$ cat src/rtl/core/slt_pkg.sv
// ----------------------------------------------------------------------------
// slt_pkg
// Shared types and constants of the sync/length/type deframer.
// ----------------------------------------------------------------------------
package slt_pkg;

    localparam int MAX_LEN_W  = 24;
    localparam int TYPE_W     = 32;
    localparam int CFG_DATA_W = 32;
    localparam int CFG_IDX_W  = 4;

    // configuration register indexes
    localparam logic [CFG_IDX_W-1:0] REG_MAX_LEN      = 4'd0;
    localparam logic [CFG_IDX_W-1:0] REG_IMAGE_TYPE   = 4'd1;
    localparam logic [CFG_IDX_W-1:0] REG_COEFF_TYPE   = 4'd2;
    localparam logic [CFG_IDX_W-1:0] REG_REQUEST_TYPE = 4'd3;

    // configuration reset values
    localparam logic [MAX_LEN_W-1:0] MAX_LEN_RST      = 24'd240000;
    localparam logic [TYPE_W-1:0]    IMAGE_TYPE_RST   = 32'd1;
    localparam logic [TYPE_W-1:0]    COEFF_TYPE_RST   = 32'd2;
    localparam logic [TYPE_W-1:0]    REQUEST_TYPE_RST = 32'd3;

    // sync pattern 55 aa 00 00
    localparam logic [7:0] SYNC_BYTE0 = 8'h55;
    localparam logic [7:0] SYNC_BYTE1 = 8'haa;
    localparam logic [7:0] SYNC_BYTE2 = 8'h00;

    // packet kinds
    localparam logic [1:0] KIND_IMAGE   = 2'd0;
    localparam logic [1:0] KIND_COEFF   = 2'd1;
    localparam logic [1:0] KIND_REQUEST = 2'd2;
    localparam logic [1:0] KIND_NONE    = 2'd3;

    // result queue between parser and output stage
    localparam int QUEUE_DEPTH = 4;
    localparam int QPTR_W      = $clog2(QUEUE_DEPTH);
    localparam int QCNT_W      = $clog2(QUEUE_DEPTH + 1);

    typedef struct packed {
        logic [7:0] payload_byte;
        logic [1:0] kind;
        logic       last;
        logic       empty_res;
    } result_t;

    typedef struct packed {
        logic    valid;
        result_t data;
    } res_xfer_t;

endpackage

$ cat src/rtl/core/slt_front.sv
// ----------------------------------------------------------------------------
// slt_front
// Byte parser: sync hunt, length and type fields, payload tagging.
// ----------------------------------------------------------------------------
module slt_front
(
    input  logic                               clk,
    input  logic                               rst_n,
    input  logic                               in_valid,
    output logic                               in_stall,
    input  logic [7:0]                         rx_byte,
    input  logic                               cfg_we,
    input  logic [slt_pkg::CFG_IDX_W-1:0]      cfg_index,
    input  logic [slt_pkg::CFG_DATA_W-1:0]     cfg_data,
    input  logic                               queue_full,
    output slt_pkg::res_xfer_t                 push
);
    import slt_pkg::*;

    typedef enum logic [2:0] {
        PH_HUNT,
        PH_LEN,
        PH_TYPE,
        PH_PAYLOAD,
        PH_SKIP,
        PH_TAIL
    } phase_t;

    phase_t                 phase_reg, phase_next;
    logic [1:0]             sync_reg, sync_next;
    logic [1:0]             idx_reg, idx_next;
    logic [MAX_LEN_W-1:0]   len_reg, len_next;
    logic [23:0]            type_reg, type_next;
    logic [MAX_LEN_W-1:0]   left_reg, left_next;
    logic [1:0]             kind_reg, kind_next;
    logic [MAX_LEN_W-1:0]   max_len_reg, max_len_next;
    logic [TYPE_W-1:0]      image_type_reg, image_type_next;
    logic [TYPE_W-1:0]      coeff_type_reg, coeff_type_next;
    logic [TYPE_W-1:0]      request_type_reg, request_type_next;

    logic                   accept;
    logic [7:0]             sync_want;
    logic [TYPE_W-1:0]      full_type;
    logic [1:0]             type_kind;
    logic                   len_bad;

    assign in_stall = queue_full;
    assign accept   = in_valid && !queue_full;

    always_comb
    begin
        unique case (sync_reg)
            2'd0:    sync_want = SYNC_BYTE0;
            2'd1:    sync_want = SYNC_BYTE1;
            default: sync_want = SYNC_BYTE2;
        endcase
    end

    // type word completes with the byte now arriving
    assign full_type = {rx_byte, type_reg};

    always_comb
    begin
        if (full_type == image_type_reg)
            type_kind = KIND_IMAGE;
        else if (full_type == coeff_type_reg)
            type_kind = KIND_COEFF;
        else if (full_type == request_type_reg)
            type_kind = KIND_REQUEST;
        else
            type_kind = KIND_NONE;
    end

    // a nonzero top byte is negative or beyond any 24-bit limit
    assign len_bad = (rx_byte != 8'd0) || (len_reg > max_len_reg);

    always_comb
    begin
        phase_next        = phase_reg;
        sync_next         = sync_reg;
        idx_next          = idx_reg;
        len_next          = len_reg;
        type_next         = type_reg;
        left_next         = left_reg;
        kind_next         = kind_reg;
        max_len_next      = max_len_reg;
        image_type_next   = image_type_reg;
        coeff_type_next   = coeff_type_reg;
        request_type_next = request_type_reg;
        push              = '0;

        if (cfg_we)
        begin
            unique case (cfg_index)
                REG_MAX_LEN:      max_len_next      = cfg_data[MAX_LEN_W-1:0];
                REG_IMAGE_TYPE:   image_type_next   = cfg_data;
                REG_COEFF_TYPE:   coeff_type_next   = cfg_data;
                REG_REQUEST_TYPE: request_type_next = cfg_data;
                default:          ;
            endcase
        end

        if (accept)
        begin
            unique case (phase_reg)
                PH_HUNT:
                begin
                    if (rx_byte == sync_want)
                    begin
                        if (sync_reg == 2'd3)
                        begin
                            phase_next = PH_LEN;
                            sync_next  = 2'd0;
                            idx_next   = 2'd0;
                        end
                        else
                        begin
                            sync_next = sync_reg + 2'd1;
                        end
                    end
                    else
                    begin
                        sync_next = (rx_byte == SYNC_BYTE0) ? 2'd1 : 2'd0;
                    end
                end
                PH_LEN:
                begin
                    unique case (idx_reg)
                        2'd0: len_next[7:0]   = rx_byte;
                        2'd1: len_next[15:8]  = rx_byte;
                        2'd2: len_next[23:16] = rx_byte;
                        default: ;
                    endcase
                    if (idx_reg == 2'd3)
                    begin
                        idx_next = 2'd0;
                        if (len_bad)
                        begin
                            phase_next = PH_HUNT;
                            sync_next  = 2'd0;
                        end
                        else
                        begin
                            phase_next = PH_TYPE;
                        end
                    end
                    else
                    begin
                        idx_next = idx_reg + 2'd1;
                    end
                end
                PH_TYPE:
                begin
                    unique case (idx_reg)
                        2'd0: type_next[7:0]   = rx_byte;
                        2'd1: type_next[15:8]  = rx_byte;
                        2'd2: type_next[23:16] = rx_byte;
                        default: ;
                    endcase
                    if (idx_reg == 2'd3)
                    begin
                        idx_next  = 2'd0;
                        left_next = len_reg;
                        if (len_reg == '0)
                        begin
                            phase_next = PH_TAIL;
                            if (type_kind != KIND_NONE)
                            begin
                                kind_next                = type_kind;
                                push.valid               = 1'b1;
                                push.data.payload_byte   = 8'd0;
                                push.data.kind           = type_kind;
                                push.data.last           = 1'b1;
                                push.data.empty_res      = 1'b1;
                            end
                        end
                        else if (type_kind == KIND_NONE)
                        begin
                            phase_next = PH_SKIP;
                        end
                        else
                        begin
                            kind_next  = type_kind;
                            phase_next = PH_PAYLOAD;
                        end
                    end
                    else
                    begin
                        idx_next = idx_reg + 2'd1;
                    end
                end
                PH_PAYLOAD:
                begin
                    left_next              = left_reg - MAX_LEN_W'(1);
                    push.valid             = 1'b1;
                    push.data.payload_byte = rx_byte;
                    push.data.kind         = kind_reg;
                    push.data.last         = (left_reg == MAX_LEN_W'(1));
                    push.data.empty_res    = 1'b0;
                    if (left_reg == MAX_LEN_W'(1))
                    begin
                        phase_next = PH_TAIL;
                        idx_next   = 2'd0;
                    end
                end
                PH_SKIP:
                begin
                    left_next = left_reg - MAX_LEN_W'(1);
                    if (left_reg == MAX_LEN_W'(1))
                    begin
                        phase_next = PH_TAIL;
                        idx_next   = 2'd0;
                    end
                end
                PH_TAIL:
                begin
                    if (idx_reg == 2'd3)
                    begin
                        idx_next   = 2'd0;
                        phase_next = PH_HUNT;
                        sync_next  = 2'd0;
                    end
                    else
                    begin
                        idx_next = idx_reg + 2'd1;
                    end
                end
                default:
                begin
                    phase_next = PH_HUNT;
                    sync_next  = 2'd0;
                    idx_next   = 2'd0;
                end
            endcase
        end
    end

    always_ff @(posedge clk or negedge rst_n)
    begin
        if (!rst_n)
        begin
            phase_reg        <= PH_HUNT;
            sync_reg         <= 2'd0;
            idx_reg          <= 2'd0;
            len_reg          <= '0;
            type_reg         <= '0;
            left_reg         <= '0;
            kind_reg         <= KIND_IMAGE;
            max_len_reg      <= MAX_LEN_RST;
            image_type_reg   <= IMAGE_TYPE_RST;
            coeff_type_reg   <= COEFF_TYPE_RST;
            request_type_reg <= REQUEST_TYPE_RST;
        end
        else
        begin
            phase_reg        <= phase_next;
            sync_reg         <= sync_next;
            idx_reg          <= idx_next;
            len_reg          <= len_next;
            type_reg         <= type_next;
            left_reg         <= left_next;
            kind_reg         <= kind_next;
            max_len_reg      <= max_len_next;
            image_type_reg   <= image_type_next;
            coeff_type_reg   <= coeff_type_next;
            request_type_reg <= request_type_next;
        end
    end

endmodule

$ cat src/rtl/core/slt_queue.sv
// ----------------------------------------------------------------------------
// slt_queue
// Short result queue between the parser and the output stage.
// ----------------------------------------------------------------------------
module slt_queue
(
    input  logic                clk,
    input  logic                rst_n,
    input  slt_pkg::res_xfer_t  push,
    input  logic                pop,
    output logic                full,
    output slt_pkg::res_xfer_t  head
);
    import slt_pkg::*;

    result_t              entry_reg [QUEUE_DEPTH];
    logic [QPTR_W-1:0]    wr_ptr_reg, wr_ptr_next;
    logic [QPTR_W-1:0]    rd_ptr_reg, rd_ptr_next;
    logic [QCNT_W-1:0]    count_reg, count_next;
    logic                 do_pop;

    assign full       = (count_reg == QCNT_W'(QUEUE_DEPTH));
    assign head.valid = (count_reg != '0);
    assign head.data  = entry_reg[rd_ptr_reg];
    assign do_pop     = pop && head.valid;

    always_comb
    begin
        wr_ptr_next = push.valid ? wr_ptr_reg + QPTR_W'(1) : wr_ptr_reg;
        rd_ptr_next = do_pop ? rd_ptr_reg + QPTR_W'(1) : rd_ptr_reg;
        count_next  = count_reg;
        if (push.valid && !do_pop)
            count_next = count_reg + QCNT_W'(1);
        else if (!push.valid && do_pop)
            count_next = count_reg - QCNT_W'(1);
    end

    always_ff @(posedge clk)
    begin
        if (push.valid)
            entry_reg[wr_ptr_reg] <= push.data;
    end

    always_ff @(posedge clk or negedge rst_n)
    begin
        if (!rst_n)
        begin
            wr_ptr_reg <= '0;
            rd_ptr_reg <= '0;
            count_reg  <= '0;
        end
        else
        begin
            wr_ptr_reg <= wr_ptr_next;
            rd_ptr_reg <= rd_ptr_next;
            count_reg  <= count_next;
        end
    end

endmodule

$ cat src/rtl/core/slt_back.sv
// ----------------------------------------------------------------------------
// slt_back
// Output register stage: moves queued results onto the output channel.
// ----------------------------------------------------------------------------
module slt_back
(
    input  logic                clk,
    input  logic                rst_n,
    input  slt_pkg::res_xfer_t  head,
    output logic                pop,
    output logic                out_valid,
    input  logic                out_stall,
    output logic [7:0]          payload_byte,
    output logic [1:0]          kind,
    output logic                last,
    output logic                empty_res
);
    import slt_pkg::*;

    logic       out_valid_reg, out_valid_next;
    result_t    out_data_reg;

    // refill when the register is empty or its transaction completes now
    assign pop = head.valid && (!out_valid_reg || !out_stall);

    always_comb
    begin
        out_valid_next = out_valid_reg;
        if (pop)
            out_valid_next = 1'b1;
        else if (!out_stall)
            out_valid_next = 1'b0;
    end

    always_ff @(posedge clk or negedge rst_n)
    begin
        if (!rst_n)
            out_valid_reg <= 1'b0;
        else
            out_valid_reg <= out_valid_next;
    end

    always_ff @(posedge clk)
    begin
        if (pop)
            out_data_reg <= head.data;
    end

    assign out_valid    = out_valid_reg;
    assign payload_byte = out_data_reg.payload_byte;
    assign kind         = out_data_reg.kind;
    assign last         = out_data_reg.last;
    assign empty_res    = out_data_reg.empty_res;

endmodule

$ cat src/rtl/core/sync_length_type_deframer.sv
// ----------------------------------------------------------------------------
// sync_length_type_deframer
// Takes one link byte per cycle; a byte is never stalled unless the
// four-entry result queue is full, which only happens under output stall.
// A result is registered in the result queue and then in the output register.
// Reset is asynchronous: parser returns to sync hunt, queue and output
// register empty, configuration registers take their default values.
// ----------------------------------------------------------------------------
module sync_length_type_deframer
(
    input  logic                               clk,
    input  logic                               rst_n,
    input  logic                               in_valid,
    output logic                               in_stall,
    input  logic [7:0]                         rx_byte,
    output logic                               out_valid,
    input  logic                               out_stall,
    output logic [7:0]                         payload_byte,
    output logic [1:0]                         kind,
    output logic                               last,
    output logic                               empty_res,
    input  logic                               cfg_we,
    input  logic [slt_pkg::CFG_IDX_W-1:0]      cfg_index,
    input  logic [slt_pkg::CFG_DATA_W-1:0]     cfg_data
);
    import slt_pkg::*;

    res_xfer_t  push;
    res_xfer_t  head;
    logic       queue_full;
    logic       pop;

    slt_front u_front
    (
        .clk        (clk),
        .rst_n      (rst_n),
        .in_valid   (in_valid),
        .in_stall   (in_stall),
        .rx_byte    (rx_byte),
        .cfg_we     (cfg_we),
        .cfg_index  (cfg_index),
        .cfg_data   (cfg_data),
        .queue_full (queue_full),
        .push       (push)
    );

    slt_queue u_queue
    (
        .clk   (clk),
        .rst_n (rst_n),
        .push  (push),
        .pop   (pop),
        .full  (queue_full),
        .head  (head)
    );

    slt_back u_back
    (
        .clk          (clk),
        .rst_n        (rst_n),
        .head         (head),
        .pop          (pop),
        .out_valid    (out_valid),
        .out_stall    (out_stall),
        .payload_byte (payload_byte),
        .kind         (kind),
        .last         (last),
        .empty_res    (empty_res)
    );

endmodule

$ cat config.mk
export PLATFORM = sky130hd
export DESIGN_NAME = sync_length_type_deframer
export DESIGN_NICKNAME = d
export VERILOG_FILES = /design/src/rtl/core/slt_pkg.sv /design/src/rtl/core/slt_front.sv /design/src/rtl/core/slt_queue.sv /design/src/rtl/core/slt_back.sv /design/src/rtl/core/sync_length_type_deframer.sv
export SDC_FILE = /design/constraint.sdc
export NUM_CORES = 1
export LEC_CHECK = 0
export ABC_AREA = 1
export BUFFER_PORTS_ARGS = -buffer_cell sky130_fd_sc_hd__buf_4
export CAP_MARGIN = 20
export CORE_UTILIZATION = 45
export DETAILED_ROUTE_END_ITERATION = 16
export HOLD_SLACK_MARGIN = 0.02
export PLACE_DENSITY_LB_ADDON = 0.3
export SYNTH_ARGS = -nofsm -noshare
export SYNTH_HDL_FRONTEND = slang
export SYNTH_SLANG_ARGS = --single-unit
$ cat constraint.sdc
create_clock -name clk -period 4.7 [get_ports clk]
set_input_delay 0.705 -clock clk [delete_from_list [all_inputs] [get_ports clk]]
set_output_delay 0.705 -clock clk [all_outputs]
set_load 0.05 [all_outputs]
==> results.json, run 1 <==
{
  "power_frac_clock_pct": 37.1,
  "core_area_sq_um": 29000,
  "grt_max_degree": 120,
  "die_width_um": 174,
  "finalHoldViolCount": 0,
  "totalNegativeSetupSlack_ns": 0,
  "initial_utilization_pct": 46.1,
  "intPower_uw": 4710,
  "dp_hpwl_um": 20900,
  "arrival_ns": 3.45,
  "vias_per_cell": 5.07,
  "placed_cell_area_sq_um": 14100,
  "rows": 62,
  "holdWs_ns": 0.310,
  "total_power_uw": 6670,
  "cts_buffers": 30,
  "syn_area_sq_um": 13400,
  "drt_wl_total_um": 30200,
  "crit_path_top_delay_cell": "dfrtp_1",
  "met3_usage_pct": 2.65,
  "use_met2_pct": 32.1,
  "postCtsSetupBuffers": 0,
  "antenna_found_initial": 0,
  "gr-usage-met1_pct": 29.5,
  "overflow": 0,
  "period_needed_ns": 3.01,
  "cp.depth": 15,
  "nets": 1633,
  "antenna_cells": 0,
  "drc": 0,
  "wl_per_cell_um": 15.5,
  "fin_skew_ns": 0.0169,
  "setup_ws_ns": 1.69,
  "place_ws_ns": 1.60,
  "grt_pass1_vias": 9570,
  "die_y_um": 174,
  "yosysUniqueCellTypes": 54,
  "p_seq_share_pct": 44.3,
  "syn_to_final_growth_pct": 13.7,
  "synth-edff-count": 60,
  "netlist_instances": 1492,
  "clk_pin_slew_ns": 0.06,
  "vias": 9894,
  "max-cap-violations": 0,
  "track_usage_pct": 20.5,
  "top_usage_layer": "met2",
  "power.density_nw_per_um2": 438,
  "synth_ff_type": "dfrtp_1",
  "die-area_sq_um": 30400,
  "comb_power_share_pct": 18.6,
  "cts_tree": "done",
  "ir_drop_v": 0.000233,
  "p_switching_uw": 1960,
  "cpMostUsedCell": "nand2_1",
  "cts_sinks": 269,
  "worstPathRequired_ns": 5.14,
  "crit_path_cell_trace": "xnor2_1, nand2_1, nor2_1, nand2_1, nor2_1, nand2_1, nand3_2, nand3_4, nand2_4, ha_1, inv_1, fa_1, a21oi_1, o21ai_0, xor2_1",
  "synth-seq-cells": 269,
  "h-tree-depth": 1,
  "synth-async-reset-ratio_pct": 77.7,
  "ys_seq_area_share_pct": 52.6,
  "status": "complete, no violations",
  "worstMarginPinSlew_ns": 0.973,
  "cpPeakStageDelay_ns": 0.45,
  "crit_type": "reg2reg",
  "largest_reg_flops": 48,
  "fin_area_sq_um": 15200,
  "cp-start-kind": "register",
  "cts_resized": 0,
  "hp-class": "in2async",
  "relSlewSlack_pct": 35.2,
  "rsz0062_at_grt": "no",
  "reg2reg_depth": 15,
  "yosysWarnings": 0,
  "ant_nets": 0,
  "ctsHoldBuffers": 0,
  "worst_path_dominant_cell_family": "simple AND/OR/NAND/NOR gates",
  "drtIter0Drc": 742,
  "finalSetupViolations": 0,
  "maxSlewViolCount": 0,
  "root_buffer": "clkbuf_16",
  "worst-path-buf-inv": 1,
  "grt_pass1_wl_um": 50400,
  "portBuffers": 62,
  "leakagePower_uw": 0.00679,
  "dr.pass1.iters": 5,
  "fmaxAchievable_mhz": 332,
  "worstPathMaxFanout": 5,
  "syn_nets": 1580,
  "ios": 63,
  "ctsLongestPathBuffers": 3,
  "clock_latency_ns": 0.56,
  "gp_congestion": 0.873,
  "synth_area_per_cell_sq_um": 8.97,
  "finalCritPeriodShare_pct": 64.1,
  "cp-end-kind": "register",
  "switching_share_pct": 29.4,
  "drive_above_1_share_pct": 13.5
}
[Yosys cell counts, types with 4 or more instances]
cell / count / area, sq um
nand2_1: 361 / 1360
o21ai_0: 214 / 1070
dfrtp_1: 198 / 4950
inv_1: 146 / 548
nor2_1: 131 / 492
xnor2_1: 75 / 657
edfxtp_1: 60 / 1800
ha_1: 38 / 475
nand3_1: 36 / 180
clkbuf_1: 33 / 124
a21oi_1: 25 / 125
o22ai_1: 14 / 87.6
xor2_1: 14 / 123
inv_2: 13 / 48.8
nand4_1: 13 / 81.3
o21ai_1: 13 / 65.1
o21ai_2: 12 / 105
dfstp_2: 11 / 289
nor2_2: 10 / 62.6
a21oi_2: 6 / 52.6
buf_6: 6 / 67.6
nand2_2: 6 / 37.5
nor3_1: 6 / 30.0
o22ai_2: 6 / 75.1
nor2_4: 4 / 45.0
nor4_1: 4 / 25.0
[cell usage in the layout, fill, tap and decap left out, drive strengths merged, types with 11 or more instances in the layout]
master / synthesis / final
a21oi: 31 / 31
nor3: 11 / 11
inv: 161 / 162
clkbuf: 33 / 44
nand2: 370 / 370
nand4: 14 / 14
xor2: 14 / 14
dfstp: 11 / 11
nand3: 39 / 39
xnor2: 75 / 75
dfrtp: 198 / 198
ha: 38 / 38
nor2: 146 / 146
buf: 14 / 67
o22ai: 20 / 20
o21ai: 239 / 239
edfxtp: 60 / 60
[worst register-to-register path, delay by kind of cell, from the launching register on]
family | cells | cell delay [ns]
AND/OR/NAND/NOR | 8 | 1.21
adder cells (fa/ha/maj) | 2 | 0.58
flip-flops | 1 | 0.45
buffers and inverters | 1 | 0.07
AO/OA/AOI/OAI | 2 | 0.26
XOR/XNOR | 2 | 0.33
[per-layer routing]
metal	wire (um)	up-vias
li1	-	4944
met3	1400	54
met4	889	0
met1	14200	4673
met2	13800	223
met5	0	-
[layout make-up]
type                            instances  area, sq um
Fill cell                            2698        13800
Sequential cell                       269         7050
Multi-Input combinational cell       1015         5480
Clock buffer                           43          920
Inverter                              161          612
Timing Repair Buffer                   68          529
Tap cell                              384          480
Clock inverter                         12          155
[power groups by stage]
stage / clock, uW / combinational [uW] / sequential [uW]
after floorplan: 0 / 729 / 3130
after global placement: 0 / 1220 / 2990
after detailed placement: 0 / 1250 / 3000
after CTS: 2520 / 1260 / 2960
after global routing: 2620 / 1400 / 3000
final: 2470 / 1240 / 2960
[kinds of logic after synthesis]
family	synth area share (%)
fa+ha+maj	3.70
compound gates	12.4
mux	0.0841
xor+xnor	5.82
simple gates	18.8
buf+inv	6.53
flops	52.6
[path summary, 6_finish.rpt]
path	from	end	slack, ns
worst max-delay path	u_front.type_reg[13]	u_queue.count_reg[2]	1.69
worst min register to register	u_front.max_len_reg[14]	u_front.max_len_reg[14]	0.48
worst min-delay path	rst_n	u_front.request_type_reg[30]	0.31
min in group clk	out_stall	u_back.out_valid	0.40
max in group asynchronous	rst_n	u_front.max_len_reg[7]	3.32
worst max register to register	u_front.type_reg[13]	u_queue.count_reg[2]	1.69
[through the flow]
step / std cells / utilization [%]
3_5_place_dp: 1897 / 48.8
5_1_grt: 1952 / 52.5
6_report: 1952 / 52.5
4_1_cts: 1952 / 52.5
2_1_floorplan: 1492 / -
3_3_place_gp: 1897 / 48.8
(Power assumes the default switching activity.)
==> run 2, diff against run 1 <==
clock period = 2.4 ns   (was 4.7 ns; I/O delays follow)
==> run 2 against run 1 <==
The flow now finishes with violations (setup timing). Cell count up 4.0%. Sequential share of layout area down 1.9 points. Critical path depth up 2. First-iteration DRC count down 11%. Worst setup slack worse by 1.8 ns. Sequential power up 93%. Flip-flop and latch count unchanged. Clock skew up 0.0074 ns. Hold slack worse by 0.21 ns. Non-clock buffer count up 81. Global-route usage up 0.29 points. Largest cell class unchanged. Largest power group unchanged.
==> results.json, run 2 (synthesis gave the netlist of run 1 again) <==
{
  "hp-class": "in2reg",
  "ir_drop_v": 0.000708,
  "cts_sinks": 269,
  "antenna_found_initial": 0,
  "largest_reg_flops": 48,
  "finish.utilization_pct": 54.7,
  "leakagePower_uw": 0.00719,
  "cpPeakStageDelay_ns": 0.54,
  "ctsLongestPathBuffers": 3,
  "reg2reg_from": "u_front.image_type_reg[0]",
  "cts_buffers": 28,
  "maxSlewViolCount": 0,
  "hold_end": "u_front.request_type_reg[28]",
  "drc": 0,
  "fill_cells": 2620,
  "root_buffer": "clkbuf_16",
  "worstHoldStart": "cfg_data[28]",
  "die_width_um": 174,
  "vias": 10200,
  "nets": 1712,
  "power.density_nw_per_um2": 818,
  "crit_path_top_delay_cell": "dfstp_2",
  "wl_per_cell_um": 15.3,
  "drive_above_1_share_pct": 18.2,
  "gp_congestion": 0.875,
  "intPower_uw": 9130,
  "fmaxAchievable_mhz": 404,
  "cp-start-kind": "register",
  "power_frac_clock_pct": 35.4,
  "rsz0062_at_grt": "yes",
  "worst_path_dominant_cell_family": "simple AND/OR/NAND/NOR gates",
  "grt_pass1_wl_um": 50700,
  "cpMostUsedCell": "nand2_1",
  "finalHoldViolCount": 0,
  "drt_wl_total_um": 31000,
  "portBuffers": 62,
  "r2r_setup_slack_ns": -0.08,
  "p_switching_uw": 3840,
  "ios": 63,
  "period_needed_ns": 2.48,
  "rows": 62,
  "worstMarginPinSlew_ns": 0.710,
  "violations": "setup timing",
  "vias_per_cell": 5.03,
  "max-cap-violations": 0,
  "syn_to_final_growth_pct": 18.5,
  "relSlewSlack_pct": 52.6,
  "core_area_sq_um": 29000,
  "crit_path_cell_trace": "nand2_1, nand2_1, nand2_2, nor2_1, nand2_1, nor2_1, buf_4, nand2_4, nand3_4, nand3_4, nand2_4, ha_4, inv_4, fa_2, a21oi_2, o21ai_1, xor2_1",
  "die-area_sq_um": 30400,
  "comb_power_share_pct": 20.6,
  "h-tree-depth": 1,
  "hold_depth": 3,
  "worstPathRequired_ns": 2.84,
  "dr.pass1.iters": 7,
  "grt_max_degree": 65,
  "die_y_um": 174,
  "worst-path-buf-inv": 2,
  "layout_common_cells": "nand2_1 (357), o21ai_0 (213), dfrtp_1 (196)",
  "crit_type": "reg2reg",
  "clk_pin_slew_ns": 0.06,
  "status": "finished with violations",
  "grt_pass1_vias": 9979,
  "initial_utilization_pct": 46.1,
  "antenna_cells": 0,
  "fin_skew_ns": 0.0243,
  "finalSetupViolations": 2,
  "drtIter0Drc": 659,
  "layout_commonest_cell": "nand2_1",
  "setup_ws_ns": -0.0762,
  "dp_hpwl_um": 21500,
  "place_ws_ns": -0.354,
  "r2r-end": "u_queue.count_reg[2]",
  "cts_tree": "done",
  "cp-end-kind": "register",
  "reg2reg_depth": 17,
  "arrival_ns": 2.91,
  "clock_latency_ns": 0.56,
  "finalCritPeriodShare_pct": 103,
  "overflow": 0,
  "worstPathMaxFanout": 3,
  "track_usage_pct": 20.8,
  "ant_nets": 0,
  "switching_share_pct": 29.6,
  "p_seq_share_pct": 44.0
}
-- run 2: cell types whose count changed in the layout (fill, tap and decap cells not counted), moves of 3 or more --
| cell | delta |
|---|---|
| buf_4 | +75 |
| buf_12 | +4 |
| clkinv_2 | +4 |
| nand2_1 | -4 |
| nor2_1 | -4 |
| nor2_2 | +4 |
| clkbuf_1 | +3 |
| clkbuf_16 | -3 |
| clkinvlp_4 | -3 |
| inv_1 | -3 |
| nand2_2 | +3 |
-- run 2: worst register-to-register path, delay by kind of cell, from the launching register on --
kind,cells,cell delay (ns)
fa+ha+maj,2,0.49
simple gates,10,0.79
flops,1,0.54
compound gates,2,0.23
xor+xnor,1,0.14
buf+inv,2,0.17
-- run 2: metrics by stage --
stage                     instances  hold slack [ns]  cell area, sq um  TNS (ns)  power, uW
after floorplan                1492           0.0644             13400  -0.00899       7570
after global placement         1968            0.364             14700    -0.915       8350
after detailed placement       1968            0.364             14700     -1.30       8430
after CTS                      2027           0.0826             15800   -0.0646      13000
after global routing           2030            0.110             15900    -0.392      13600
final                          2030           0.0957             15900    -0.108      13000
-- run 2: repair_timing --
item,4_1_cts,5_1_grt
buffers inserted,5,3
hold buffers,2,0
pin swaps,12,0
gates resized for setup,12,3
hold endpoints to repair,43,0
setup endpoints to repair,2,2
-- run 2: power groups by stage --
stage | clock network (uW) | registers (uW) | logic, uW
after floorplan | 0 | 6120 | 1440
after global placement | 0 | 5770 | 2580
after detailed placement | 0 | 5780 | 2640
after CTS | 4670 | 5710 | 2670
after global routing | 4840 | 5780 | 2980
final | 4590 | 5710 | 2670
-- run 2: metal layers --
layer,global-route usage (%),vias to the layer above,share of wire (%),routed length (um)
met3,2.80,54,4.6,1440
met5,0,-,0,0
met2,34.4,221,46,14400
met4,5.41,0,2.2,669
met1,28.7,4831,47,14500
li1,-,5112,-,-
-- run 2: area by class of cell --
type / count / area (sq um) / share of cell area, %
inverters: 161 / 617 / 3.89
clock inverters: 13 / 176 / 1.11
well taps: 384 / 480 / 3.03
multi-input cells: 1015 / 5530 / 34.9
flip-flops and latches: 269 / 7050 / 44.4
repair buffers: 149 / 1190 / 7.52
clock buffers: 39 / 813 / 5.13
-- run 2: worst max-delay path by stage --
stage | slack [ns] | start | endpoint | depth (start not counted)
after floorplan | -0.009 | u_queue.count_reg[1] | u_queue.count_reg[1] | 10
after global placement | -0.33 | rx_byte[0] | u_queue.count_reg[2] | 18
after detailed placement | -0.35 | rx_byte[0] | u_queue.count_reg[2] | 18
after CTS | -0.05 | u_front.image_type_reg[0] | u_queue.count_reg[2] | 17
after global routing | -0.23 | u_front.image_type_reg[0] | u_queue.count_reg[2] | 17
final | -0.08 | u_front.image_type_reg[0] | u_queue.count_reg[2] | 17
==> run 3, diff against run 2 <==
SKIP_CTS_REPAIR_TIMING = 1   (was default)
==> run 3 against run 2 <==
The run still ends with setup timing left. Sequential power hardly changed. Sequential share of layout area barely moved. Count of clock-buffer cells in the layout stayed put. Routed wire length about the same. First-iteration DRC count rose by 5.9%. Via count up 0.23%. Combinational power hardly changed. Flip-flop and latch count stayed put. Cell area hardly changed. Maximum frequency is 0.50% higher. Highest routed layer unchanged.
==> results.json, run 3 (synthesis gave the netlist of run 1 again) <==
{
  "portBuffers": 62,
  "dp_hpwl_um": 21500,
  "cp-end-kind": "register",
  "finalSetupViolations": 2,
  "leakagePower_uw": 0.00719,
  "hold_depth": 3,
  "drtIter0Drc": 698,
  "worstMarginPinSlew_ns": 0.710,
  "overflow": 0,
  "vias_per_cell": 5.05,
  "finalHoldViolCount": 0,
  "power.density_nw_per_um2": 818,
  "wl_per_cell_um": 15.3,
  "die_width_um": 174,
  "dr.pass1.iters": 5,
  "grt_pass1_wl_um": 50300,
  "vias": 10200,
  "comb_power_share_pct": 20.6,
  "cp-start-kind": "register",
  "core_area_sq_um": 29000,
  "hp-class": "in2reg",
  "crit_path_top_delay_cell": "dfrtp_1",
  "period_needed_ns": 2.46,
  "h-tree-depth": 1,
  "p_seq_share_pct": 44.0,
  "die_y_um": 174,
  "finalCritPeriodShare_pct": 103,
  "antenna_cells": 0,
  "grt_max_degree": 65,
  "cpPeakStageDelay_ns": 0.44,
  "drt_wl_total_um": 31000,
  "syn_to_final_growth_pct": 18.6,
  "die-area_sq_um": 30400,
  "rows": 62,
  "drc": 0,
  "cts_buffers": 28,
  "track_usage_pct": 20.7,
  "crit_type": "reg2reg",
  "ctsLongestPathBuffers": 3,
  "cts_tree": "done",
  "clock_latency_ns": 0.56,
  "fin_area_sq_um": 15900,
  "ff_latch_area_sq_um": 7050,
  "ant_nets": 0,
  "relSlewSlack_pct": 52.6,
  "setup_ws_ns": -0.0639,
  "multi_input_area_sq_um": 5570,
  "intPower_uw": 9140,
  "arrival_ns": 2.90,
  "fill_cells": 2621,
  "worstPathMaxFanout": 4,
  "finish.utilization_pct": 54.7,
  "place_ws_ns": -0.354,
  "layout_commonest_cell": "nand2_1",
  "violations": "setup timing",
  "status": "finished with violations",
  "grt_pass1_vias": 9908,
  "holdWs_ns": 0.0966,
  "max-cap-violations": 0,
  "switching_share_pct": 29.7,
  "drive_above_1_share_pct": 18.6,
  "cts_sinks": 269,
  "placed_cell_area_sq_um": 14700,
  "totalNegativeSetupSlack_ns": -0.107,
  "rsz0062_at_grt": "yes",
  "fin_skew_ns": 0.0250,
  "ir_drop_v": 0.000702,
  "nets": 1708,
  "antenna_found_initial": 0,
  "reg2reg_depth": 15,
  "root_buffer": "clkbuf_16",
  "gp_congestion": 0.875,
  "initial_utilization_pct": 46.1,
  "crit_path_cell_trace": "xnor2_1, nand2_1, nor2_1, nand2_1, nor2_2, nand2_2, nand3_4, nand3_4, nand2_4, ha_4, inv_4, fa_2, a21oi_2, o21ai_1, xor2_1",
  "largest_reg_flops": 48,
  "layout_common_cells": "nand2_1 (357), o21ai_0 (213), dfrtp_1 (194)",
  "p_switching_uw": 3860,
  "worstPathRequired_ns": 2.84,
  "fmaxAchievable_mhz": 406,
  "clk_pin_slew_ns": 0.07,
  "power_frac_clock_pct": 35.3,
  "maxSlewViolCount": 0,
  "ios": 63
}
[run 3: cell count changes in the layout (fill, tap and decap cells not counted)]
cell	delta
buf_4	-4
nor2_1	-4
nor2_2	+4
xnor2_1	-4
xnor2_2	+4
dfrtp_1	-2
dfrtp_2	+2
[run 3: power groups by stage]
stage,Combinational [uW],Sequential (uW),Clock [uW]
after CTS,2650,5710,4670
after detailed placement,2640,5780,0
final,2680,5720,4590
after global routing,2990,5780,4840
after global placement,2580,5770,0
after floorplan,1440,6120,0
[run 3: metal layers]
layer	GRT usage [%]	wire length, um	share of wire, %	up-vias
li1	-	-	-	5104
met1	28.6	14400	46	4832
met3	2.80	1600	5.2	51
met2	34.2	14400	46	254
met5	0	0	0	-
met4	5.41	637	2.1	0
[run 3: layout make-up]
class,count,area share (%)
clock buffers,39,5.12
clock inverters,13,1.11
inverters,161,3.89
multi-input cells,1015,35.1
flip-flops and latches,269,44.4
well taps,384,3.03
repair buffers,145,7.32
[run 3: worst paths after layout]
| kind | start | to | slack [ns] |
|---|---|---|---|
| min | cfg_data[24] | u_front.image_type_reg[24] | 0.1 |
| max | u_front.type_reg[7] | u_queue.count_reg[2] | -0.06 |
| min reg2reg | u_front.max_len_reg[20] | u_front.max_len_reg[20] | 0.48 |
| min in group asynchronous | rst_n | u_front.image_type_reg[30] | 0.33 |
| max reg2reg | u_front.type_reg[7] | u_queue.count_reg[2] | -0.06 |
| max in group asynchronous | rst_n | u_front.image_type_reg[12] | 1.25 |
[run 3: worst max-delay path, delay by kind of cell (launching register included)]
kind                       cells  cell delay [ns]
xor gates and xnor gates       2             0.34
and+or+nand+nor                8             0.84
DFF                            1             0.44
AOI/OAI and AO/OA              2             0.21
adders and majority gates      2             0.49
buffers and inverters          1             0.03
[run 3: per-stage QoR]
step           power (uW)  cells
2_1_floorplan        7570   1492
3_3_place_gp         8350   1968
3_5_place_dp         8430   1968
4_1_cts             13000   2020
5_1_grt             13600   2026
6_report            13000   2026
